--- config.mk ---
export PLATFORM = sky130hd
export DESIGN_NAME = binary_max_heap_priority_queue_flat
export DESIGN_NICKNAME = d
export VERILOG_FILES = /design/src/hpq_pkg.sv /design/src/hpq_if.sv /design/src/hpq_ctrl.sv /design/src/hpq_dp.sv /design/src/binary_max_heap_priority_queue.sv /design/src/flat_wrapper.sv
export SDC_FILE = /design/constraint.sdc
export NUM_CORES = 2
export LEC_CHECK = 0
export BUFFER_PORTS_ARGS = -buffer_cell sky130_fd_sc_hd__buf_2
export CAP_MARGIN = 20
export CORE_ASPECT_RATIO = 1.2
export CORE_MARGIN = 5
export CORE_UTILIZATION = 43
export DETAILED_ROUTE_END_ITERATION = 10
export PLACE_DENSITY = 0.56
export SETUP_SLACK_MARGIN = 0.2
export SYNTH_ARGS = -nofsm -noshare
export SYNTH_HDL_FRONTEND = slang
export SYNTH_SLANG_ARGS = --single-unit
--- constraint.sdc ---
create_clock -name clk -period 9.1 [get_ports clk]
set_input_delay 0.91 -clock clk [delete_from_list [all_inputs] [get_ports clk]]
set_output_delay 0.91 -clock clk [all_outputs]
set_load 0.02 [all_outputs]
--- src/hpq_pkg.sv ---
// shared types, constants and command/status records for the max-heap priority queue
`default_nettype none
package hpq_pkg;

  // heap size and derived widths
  localparam int CAPACITY = 64;
  localparam int IDX_W    = $clog2(CAPACITY);
  localparam int CNT_W    = $clog2(CAPACITY + 1);
  localparam int CH_W     = IDX_W + 2;

  // fixed item field widths
  localparam int OP_W     = 2;
  localparam int PRIO_W   = 16;
  localparam int ID_W     = 8;
  localparam int POS_W    = 6;
  localparam int STAT_W   = 3;
  localparam int OCNT_W   = 7;

  typedef enum logic [OP_W-1:0] {
    OP_INSERT   = 2'd0,
    OP_EXTRACT  = 2'd1,
    OP_FIND     = 2'd2,
    OP_INCREASE = 2'd3
  } op_t;

  typedef enum logic [STAT_W-1:0] {
    ST_OK        = 3'd0,
    ST_EMPTY     = 3'd1,
    ST_RANGE     = 3'd2,
    ST_NOTLARGER = 3'd3,
    ST_FULL      = 3'd4
  } status_t;

  typedef struct packed {
    logic signed [PRIO_W-1:0] prio;
    logic [ID_W-1:0]          id;
  } entry_t;

  // controller to datapath
  typedef struct packed {
    logic take;
    logic exec;
    logic up_rd;
    logic up_cmp;
    logic dn_rd;
    logic dn_cmp;
    logic emit;
  } cmd_t;

  // datapath to controller
  typedef struct packed {
    op_t  op;
    logic err;
    logic at_root;
    logic up_swap;
    logic dn_swap;
    logic out_free;
  } sts_t;

endpackage
`default_nettype wire

--- src/hpq_if.sv ---
// valid/ready channel interfaces for request items and result items
`default_nettype none
interface hpq_in_if;
  logic                          valid;
  logic                          ready;
  logic [hpq_pkg::OP_W-1:0]      op;
  logic signed [hpq_pkg::PRIO_W-1:0] priority_req;
  logic [hpq_pkg::ID_W-1:0]      entry_id;
  logic [hpq_pkg::POS_W-1:0]     position;

  modport source (output valid, output op, output priority_req, output entry_id,
                  output position, input ready);
  modport sink (input valid, input op, input priority_req, input entry_id,
                input position, output ready);
endinterface

interface hpq_out_if;
  logic                              valid;
  logic                              ready;
  logic [hpq_pkg::STAT_W-1:0]        status;
  logic signed [hpq_pkg::PRIO_W-1:0] out_priority;
  logic [hpq_pkg::ID_W-1:0]          out_id;
  logic [hpq_pkg::OCNT_W-1:0]        count;

  modport source (output valid, output status, output out_priority, output out_id,
                  output count, input ready);
  modport sink (input valid, input status, input out_priority, input out_id,
                input count, output ready);
endinterface
`default_nettype wire

--- src/hpq_ctrl.sv ---
// controller state machine sequencing request decode, sift up and sift down
`default_nettype none
module hpq_ctrl (
  input  wire logic          clk,
  input  wire logic          rst_n,
  input  wire logic          in_valid,
  output logic               in_ready,
  input  wire hpq_pkg::sts_t sts,
  output hpq_pkg::cmd_t      cmd
);
  import hpq_pkg::*;

  typedef enum logic [6:0] {
    S_IDLE   = 7'b0000001,
    S_EXEC   = 7'b0000010,
    S_UP_RD  = 7'b0000100,
    S_UP_CMP = 7'b0001000,
    S_DN_RD  = 7'b0010000,
    S_DN_CMP = 7'b0100000,
    S_RESP   = 7'b1000000
  } state_t;

  state_t state_r, state_nxt;

  // next state and command decode
  always_comb begin
    state_nxt = state_r;
    cmd       = '0;
    in_ready  = 1'b0;
    case (state_r)
      S_IDLE: begin
        in_ready = 1'b1;
        if (in_valid) begin
          cmd.take  = 1'b1;
          state_nxt = S_EXEC;
        end
      end
      S_EXEC: begin
        cmd.exec = 1'b1;
        if (sts.err || sts.op == OP_FIND) begin
          state_nxt = S_RESP;
        end else if (sts.op inside {OP_INSERT, OP_INCREASE}) begin
          state_nxt = S_UP_RD;
        end else begin
          state_nxt = S_DN_RD;
        end
      end
      S_UP_RD: begin
        cmd.up_rd = 1'b1;
        state_nxt = sts.at_root ? S_RESP : S_UP_CMP;
      end
      S_UP_CMP: begin
        cmd.up_cmp = 1'b1;
        state_nxt  = sts.up_swap ? S_UP_RD : S_RESP;
      end
      S_DN_RD: begin
        cmd.dn_rd = 1'b1;
        state_nxt = S_DN_CMP;
      end
      S_DN_CMP: begin
        cmd.dn_cmp = 1'b1;
        state_nxt  = sts.dn_swap ? S_DN_RD : S_RESP;
      end
      S_RESP: begin
        if (sts.out_free) begin
          cmd.emit  = 1'b1;
          state_nxt = S_IDLE;
        end
      end
      default: begin
        state_nxt = S_IDLE;
      end
    endcase
  end

  // state register
  always_ff @(posedge clk) begin
    if (!rst_n) begin
      state_r <= S_IDLE;
    end else begin
      state_r <= state_nxt;
    end
  end

endmodule
`default_nettype wire

--- src/hpq_dp.sv ---
// datapath: heap memory, moving entry, index, count and result registers
`default_nettype none
module hpq_dp (
  input  wire logic                          clk,
  input  wire logic                          rst_n,
  input  wire hpq_pkg::cmd_t                 cmd,
  output hpq_pkg::sts_t                      sts,
  input  wire logic [hpq_pkg::OP_W-1:0]      in_op,
  input  wire logic signed [hpq_pkg::PRIO_W-1:0] in_priority_req,
  input  wire logic [hpq_pkg::ID_W-1:0]      in_entry_id,
  input  wire logic [hpq_pkg::POS_W-1:0]     in_position,
  input  wire logic                          out_ready,
  output logic                               out_valid,
  output logic [hpq_pkg::STAT_W-1:0]         out_status,
  output logic signed [hpq_pkg::PRIO_W-1:0]  out_priority,
  output logic [hpq_pkg::ID_W-1:0]           out_id,
  output logic [hpq_pkg::OCNT_W-1:0]         out_count
);
  import hpq_pkg::*;

  // heap storage, one write and two registered read ports
  entry_t mem [CAPACITY];
  entry_t rd_a_r, rd_b_r;
  logic [IDX_W-1:0] ra, rb, wa;
  entry_t wd;
  logic we;

  // request, working and result registers
  op_t                      op_r;
  logic signed [PRIO_W-1:0] key_r;
  logic [ID_W-1:0]          id_r;
  logic [POS_W-1:0]         pos_r;
  logic [CNT_W-1:0]         cnt_r;
  logic [IDX_W-1:0]         idx_r;
  entry_t                   cur_r;
  status_t                  res_status_r;
  entry_t                   res_entry_r;
  logic                     out_valid_r;
  status_t                  out_status_r;
  entry_t                   out_entry_r;
  logic [OCNT_W-1:0]        out_count_r;

  status_t          err_code;
  logic [IDX_W-1:0] parent;
  logic [CH_W-1:0]  lch, rch;
  logic             l_win, r_win;
  logic signed [PRIO_W-1:0] big_prio;
  logic             returns_root;

  // neighbor indexes
  assign parent = (idx_r - IDX_W'(1)) >> 1;
  assign lch    = {1'b0, idx_r, 1'b1};
  assign rch    = lch + CH_W'(1);

  // sift down child selection, left first, right only if strictly larger
  assign l_win    = (lch < CH_W'(cnt_r)) && (rd_a_r.prio > cur_r.prio);
  assign big_prio = l_win ? rd_a_r.prio : cur_r.prio;
  assign r_win    = (rch < CH_W'(cnt_r)) && (rd_b_r.prio > big_prio);

  // request checks on the freshly read entries
  always_comb begin
    err_code = ST_OK;
    case (op_r)
      OP_INSERT:  if (cnt_r == CNT_W'(CAPACITY)) err_code = ST_FULL;
      OP_EXTRACT: if (cnt_r == '0) err_code = ST_EMPTY;
      OP_FIND:    if (cnt_r == '0) err_code = ST_EMPTY;
      OP_INCREASE: begin
        if ({1'b0, pos_r} >= (POS_W+1)'(cnt_r)) begin
          err_code = ST_RANGE;
        end else if (rd_a_r.prio >= key_r) begin
          err_code = ST_NOTLARGER;
        end
      end
      default: err_code = ST_OK;
    endcase
  end

  assign returns_root = (op_r == OP_EXTRACT) || (op_r == OP_FIND);

  // status toward the controller
  always_comb begin
    sts.op       = op_r;
    sts.err      = (err_code != ST_OK);
    sts.at_root  = (idx_r == '0);
    sts.up_swap  = (cur_r.prio > rd_a_r.prio);
    sts.dn_swap  = l_win || r_win;
    sts.out_free = !out_valid_r || out_ready;
  end

  // memory address and write selection
  always_comb begin
    ra = '0;
    rb = IDX_W'(cnt_r - CNT_W'(1));
    we = 1'b0;
    wa = idx_r;
    wd = cur_r;
    if (cmd.take) begin
      ra = (op_t'(in_op) == OP_INCREASE) ? IDX_W'(in_position) : '0;
    end else if (cmd.up_rd) begin
      ra = parent;
      we = sts.at_root;
    end else if (cmd.dn_rd) begin
      ra = lch[IDX_W-1:0];
      rb = rch[IDX_W-1:0];
    end
    if (cmd.up_cmp) begin
      we = 1'b1;
      wd = sts.up_swap ? rd_a_r : cur_r;
    end
    if (cmd.dn_cmp) begin
      we = 1'b1;
      wd = r_win ? rd_b_r : (l_win ? rd_a_r : cur_r);
    end
  end

  // heap memory
  always_ff @(posedge clk) begin
    if (we) begin
      mem[wa] <= wd;
    end
    rd_a_r <= mem[ra];
    rd_b_r <= mem[rb];
  end

  // request capture, moving entry, index and result payload
  always_ff @(posedge clk) begin
    if (cmd.take) begin
      op_r  <= op_t'(in_op);
      key_r <= in_priority_req;
      id_r  <= in_entry_id;
      pos_r <= in_position;
    end
    if (cmd.exec) begin
      res_status_r <= err_code;
      res_entry_r  <= (err_code == ST_OK && returns_root) ? rd_a_r : '0;
      if (err_code == ST_OK) begin
        case (op_r)
          OP_INSERT: begin
            cur_r <= '{prio: key_r, id: id_r};
            idx_r <= IDX_W'(cnt_r);
          end
          OP_EXTRACT: begin
            cur_r <= rd_b_r;
            idx_r <= '0;
          end
          OP_INCREASE: begin
            cur_r <= '{prio: key_r, id: rd_a_r.id};
            idx_r <= IDX_W'(pos_r);
          end
          default: begin
            cur_r <= cur_r;
          end
        endcase
      end
    end
    if (cmd.up_cmp && sts.up_swap) begin
      idx_r <= parent;
    end
    if (cmd.dn_cmp && sts.dn_swap) begin
      idx_r <= r_win ? rch[IDX_W-1:0] : lch[IDX_W-1:0];
    end
    if (cmd.emit) begin
      out_status_r <= res_status_r;
      out_entry_r  <= res_entry_r;
      out_count_r  <= OCNT_W'(cnt_r);
    end
  end

  // entry count
  always_ff @(posedge clk) begin
    if (!rst_n) begin
      cnt_r <= '0;
    end else if (cmd.exec && err_code == ST_OK) begin
      if (op_r == OP_INSERT) begin
        cnt_r <= cnt_r + CNT_W'(1);
      end else if (op_r == OP_EXTRACT) begin
        cnt_r <= cnt_r - CNT_W'(1);
      end
    end
  end

  // output register valid
  always_ff @(posedge clk) begin
    if (!rst_n) begin
      out_valid_r <= 1'b0;
    end else if (cmd.emit) begin
      out_valid_r <= 1'b1;
    end else if (out_ready) begin
      out_valid_r <= 1'b0;
    end
  end

  assign out_valid    = out_valid_r;
  assign out_status   = out_status_r;
  assign out_priority = out_entry_r.prio;
  assign out_id       = out_entry_r.id;
  assign out_count    = out_count_r;

endmodule
`default_nettype wire

--- src/binary_max_heap_priority_queue.sv ---
// Binary max-heap priority queue of up to 64 entries (16-bit signed priority, 8-bit id).
// Request items arrive on in_chan: op selects insert, extract max, find max or
// increase key. Each request gives exactly one result item on out_chan with a
// status code, the returned entry (zero unless extract or find succeeded) and
// the entry count after the request.
// One request is worked on at a time; in_chan.ready is high only while idle.
// For find and for refused requests the result is loaded into the output register
// in the response step that follows the exec step. Insert and increase run a parent
// read step and a compare/write step per parent compare, and a final read step
// writes the entry when it climbs to the root. Extract runs a child read step and
// a compare/write step per level until the moved entry stops sinking, and then the
// result is loaded. The next request is taken the cycle after the result is
// loaded.
// The result sits in an output register; a new request is accepted while it
// waits, but the following result is held back until out_chan.ready takes the
// previous one.
// Reset (rst_n low, synchronous) empties the heap and drops any pending result;
// the heap memory itself is not cleared, since only positions below the count
// are ever used.
`default_nettype none
module binary_max_heap_priority_queue (
  input wire logic clk,
  input wire logic rst_n,
  hpq_in_if.sink   in_chan,
  hpq_out_if.source out_chan
);
  import hpq_pkg::*;

  cmd_t cmd;
  sts_t sts;

  // sequencing
  hpq_ctrl u_ctrl (
    .clk      (clk),
    .rst_n    (rst_n),
    .in_valid (in_chan.valid),
    .in_ready (in_chan.ready),
    .sts      (sts),
    .cmd      (cmd)
  );

  // heap storage and arithmetic
  hpq_dp u_dp (
    .clk             (clk),
    .rst_n           (rst_n),
    .cmd             (cmd),
    .sts             (sts),
    .in_op           (in_chan.op),
    .in_priority_req (in_chan.priority_req),
    .in_entry_id     (in_chan.entry_id),
    .in_position     (in_chan.position),
    .out_ready       (out_chan.ready),
    .out_valid       (out_chan.valid),
    .out_status      (out_chan.status),
    .out_priority    (out_chan.out_priority),
    .out_id          (out_chan.out_id),
    .out_count       (out_chan.count)
  );

  // one item in flight at a time
  a_one_at_a_time: assert property (@(posedge clk) disable iff (!rst_n)
    in_chan.valid && in_chan.ready |=> !in_chan.ready)
    else $error("request taken while another is in flight");

  // refused requests carry no entry
  a_refused_zero: assert property (@(posedge clk) disable iff (!rst_n)
    out_chan.valid && out_chan.status != ST_OK |->
      out_chan.out_priority == '0 && out_chan.out_id == '0)
    else $error("nonzero entry on a refused request");

  // count stays within capacity and status within its codes
  a_count_range: assert property (@(posedge clk) disable iff (!rst_n)
    out_chan.valid |-> out_chan.count <= OCNT_W'(CAPACITY) &&
      out_chan.status <= ST_FULL)
    else $error("result count or status out of range");

endmodule
`default_nettype wire
--- src/flat_wrapper.sv ---
// flat-port wrapper written by rule: the top's interface ports become plain ports
module binary_max_heap_priority_queue_flat import hpq_pkg::*;
  (clk, rst_n, in_chan_valid, in_chan_op, in_chan_priority_req, in_chan_entry_id, in_chan_position, in_chan_ready, out_chan_valid, out_chan_status, out_chan_out_priority, out_chan_out_id, out_chan_count, out_chan_ready);
  hpq_in_if in_chan_i ();
  hpq_out_if out_chan_i ();
  input wire logic clk;
  input wire logic rst_n;
  input wire logic [$bits(in_chan_i.valid)-1:0] in_chan_valid;
  input wire logic [$bits(in_chan_i.op)-1:0] in_chan_op;
  input wire logic [$bits(in_chan_i.priority_req)-1:0] in_chan_priority_req;
  input wire logic [$bits(in_chan_i.entry_id)-1:0] in_chan_entry_id;
  input wire logic [$bits(in_chan_i.position)-1:0] in_chan_position;
  output wire logic [$bits(in_chan_i.ready)-1:0] in_chan_ready;
  output wire logic [$bits(out_chan_i.valid)-1:0] out_chan_valid;
  output wire logic [$bits(out_chan_i.status)-1:0] out_chan_status;
  output wire logic [$bits(out_chan_i.out_priority)-1:0] out_chan_out_priority;
  output wire logic [$bits(out_chan_i.out_id)-1:0] out_chan_out_id;
  output wire logic [$bits(out_chan_i.count)-1:0] out_chan_count;
  input wire logic [$bits(out_chan_i.ready)-1:0] out_chan_ready;
  assign in_chan_i.valid = in_chan_valid;
  assign in_chan_i.op = in_chan_op;
  assign in_chan_i.priority_req = in_chan_priority_req;
  assign in_chan_i.entry_id = in_chan_entry_id;
  assign in_chan_i.position = in_chan_position;
  assign in_chan_ready = in_chan_i.ready;
  assign out_chan_valid = out_chan_i.valid;
  assign out_chan_status = out_chan_i.status;
  assign out_chan_out_priority = out_chan_i.out_priority;
  assign out_chan_out_id = out_chan_i.out_id;
  assign out_chan_count = out_chan_i.count;
  assign out_chan_i.ready = out_chan_ready;
  binary_max_heap_priority_queue u_core (.clk(clk), .rst_n(rst_n), .in_chan(in_chan_i), .out_chan(out_chan_i));
endmodule
==> flow_summary.json <==
{
  "grt_remaining_overflow": 0,
  "power.total_mw": 17.5,
  "slew_viol_final": 0,
  "die_y_microns": 492,
  "grt_pass1_wl_microns": 479000,
  "hold_class": "in -> reg",
  "fin_worst_skew_ps": 39.0,
  "grt_pass1_vias": 64500,
  "dieArea_sq_mm": 0.203,
  "finalInstanceArea_sq_mm": 0.0932,
  "ir_drop_uv": 219,
  "relSlewSlack": 0.137,
  "fin_cells": 10800,
  "cts_tree": "built",
  "ys.flop_type": "edfxtp_1",
  "path_clk_slew_ps": 70,
  "ant_nets": 0,
  "mostFrequentLayoutCells": "nand2_1, edfxtp_1, nand3_1, a31oi_1, a311oi_1",
  "fin_nets": 8157,
  "wirelength_microns": 345000,
  "critPathSlowestCell": "a21oi_4",
  "grt_max_degree": 163,
  "clock-root-buffer": "clkbuf_16",
  "post-dp-hpwl_microns": 193000,
  "final_core_util": 0.482,
  "synth_edf_count": 1659,
  "crit_path_end_kind": "flip-flop",
  "rsz0062_at_grt": "no",
  "cts_buffer_depth": 3,
  "design.portCount": 72,
  "final_common_cell": "nand2_1",
  "fin_setup_tns_ps": 0,
  "p_per_area_mw_per_mm2": 188,
  "crit_arrival_ps": 7690,
  "dr.pass1.iters": 9,
  "crit_fanout": 33,
  "start_util": 0.431,
  "setup_viol": 0,
  "area_delta_synth_final_pct": 11.8,
  "cts-htree-levels": 4,
  "syn_area_sq_mm": 0.0834,
  "postPlaceCellArea_sq_mm": 0.0872,
  "ys_seq_area_frac": 0.613,
  "crit_chain": "ha_1, nand4_1, nor2_1, o21ai_0, a31o_2, a21o_1, a221o_2, buf_4, a21oi_1, ha_1, and3_1, nand3_1, nor4_1, a311oi_1, nand3_1, nor2_1, a211o_1, a21oi_4, buf_4",
  "cap_viol_max_count": 0,
  "postCtsSetupBuffers": 0,
  "cts_buffers": 175,
  "required_ps": 9700,
  "row_count": 177,
  "grtUsageTotal": 0.328,
  "ys_async_sr_fraction": 0,
  "cp-start-kind": "flip-flop",
  "critPathKind": "reg -> reg",
  "coreArea_sq_mm": 0.193,
  "syn_inst": 8215,
  "max_freq_ghz": 0.141,
  "cts_sinks": 1722,
  "drc": 0,
  "drt_iter0_drc": 10800,
  "drive_gt1_frac": 0.0880,
  "clk_latency_ps": 850,
  "placedCellCount": 10500,
  "leakage_nw": 33.1,
  "via_per_inst": 6.48,
  "syn-num-nets": 8325,
  "status": "finished, final reports clean",
  "max_slew.worst_pin.slew_ps": 1290,
  "post-route-period-util": 0.780,
  "report.final.hold_viol_count": 0,
  "period_minus_slack_ps": 7100,
  "vias": 70100,
  "yosysUniqueCellTypes": 82,
  "die_w_microns": 412,
  "antenna_found_initial": 22,
  "max_stage_delay_ps": 910,
  "gp_congestion": 0.941,
  "cp_top_family": "compound AO/OA/AOI/OAI gates",
  "cts_resized": 0,
  "wl_per_cell_microns": 31.9,
  "ys_warn_count": 0,
  "hold_buffers": 0,
  "portBuffers": 71,
  "synth.avg_cell_area_sq_um": 10.1,
  "path_buf_inv": 2,
  "synth-seq-cells": 1722
}
## layer usage
metal  routed length, microns  GRT usage
met3                    40900     0.0769
met5                       73          0
met1                   126000      0.425
met2                   152000      0.499
met4                    25400      0.206
## state kept, by name, summed over array words and instances (netlist names), 7 cells and up
signal / flops
u_core.u_dp.out_id: 8
u_core.u_dp.rd_b_r: 24
u_core.u_dp.out_priority: 16
u_core.u_dp.cnt_r: 7
u_core.u_dp.mem: 1536
u_core.u_dp.out_count: 7
u_core.u_dp.id_r: 8
u_core.u_dp.key_r: 16
u_core.u_ctrl.state_r: 7
u_core.u_dp.cur_r: 24
u_core.u_dp.res_entry_r: 24
u_core.u_dp.rd_a_r: 24
## logic make-up after synthesis
| family | share of synthesized area |
|---|---|
| simple gates | 0.231 |
| flops | 0.613 |
| compound gates | 0.0955 |
| buf+inv | 0.0360 |
| mux | 0.0120 |
| fa+ha+maj | 0.0111 |
| xor+xnor | 0.00168 |
## final timing paths
kind                                            startpoint                      to  slack, ps  depth (start not counted)
worst max-delay path                 u_core.u_dp.cur_r[23]  u_core.u_dp.mem[1][17]       2000                         19
worst min-delay path              in_chan_priority_req[13]   u_core.u_dp.key_r[13]        250                          1
worst max register to register       u_core.u_dp.cur_r[23]  u_core.u_dp.mem[1][17]       2000                         19
worst min register to register  u_core.u_dp.res_entry_r[1]   u_core.u_dp.out_id[1]        420                          0
## Yosys cell counts (8+ instances only)
library cell | number | area [sq um]
a211o_1 | 16 | 140
a211oi_1 | 42 | 315
a21o_1 | 21 | 158
a21oi_1 | 189 | 946
a221oi_1 | 13 | 114
a22o_1 | 22 | 193
a22oi_1 | 31 | 233
a311oi_1 | 219 | 1920
a31oi_1 | 281 | 1760
a32o_1 | 11 | 110
a32oi_1 | 95 | 832
and2_1 | 8 | 50.1
and3_1 | 206 | 1290
and4_1 | 30 | 263
buf_1 | 88 | 330
buf_2 | 221 | 1110
buf_4 | 16 | 120
buf_6 | 8 | 90.1
clkbuf_1 | 306 | 1150
dfxtp_1 | 63 | 1260
edfxtp_1 | 1659 | 49800
ha_1 | 74 | 926
inv_1 | 53 | 199
mux2_2 | 15 | 169
mux2i_1 | 69 | 691
nand2_1 | 2926 | 11000
nand3_1 | 1001 | 5010
nand4_1 | 84 | 526
nor2_1 | 172 | 646
nor2b_1 | 9 | 56.3
nor3_1 | 25 | 125
o211ai_1 | 54 | 405
o21a_1 | 11 | 82.6
o21ai_0 | 41 | 205
o21ai_1 | 16 | 80.1
o22ai_1 | 19 | 119
o31ai_1 | 8 | 60.1
xnor2_1 | 10 | 87.6
## layout make-up
cell class                      count  area [sq um]
Antenna cell                       26          65.1
Clock buffer                      206          4710
Clock inverter                    118          1170
Fill cell                       17300        100000
Inverter                           54           203
Multi-Input combinational cell   5800         30200
Sequential cell                  1722         51100
Tap cell                         2595          3250
Timing Repair Buffer              294          2520
## per-stage QoR
stage | worst slack, ps | hold WS (ps)
finish | 2000 | 246
floorplan | 2540 | 400
global placement | 2200 | 402
global route | 1830 | 210
detailed placement | 2140 | 405
CTS | 2120 | 199
## report_power, final
group / internal [mW] / leakage [nW] / total, mW / switching (mW)
clock: 4.31 / 2.87 / 7.48 / 3.17
combinational: 0.337 / 14.8 / 1.30 / 0.966
sequential: 8.67 / 15.5 / 8.76 / 0.0916
total: 13.3 / 33.1 / 17.5 / 4.23
Note: power is estimated with default switching activity, not from simulation.
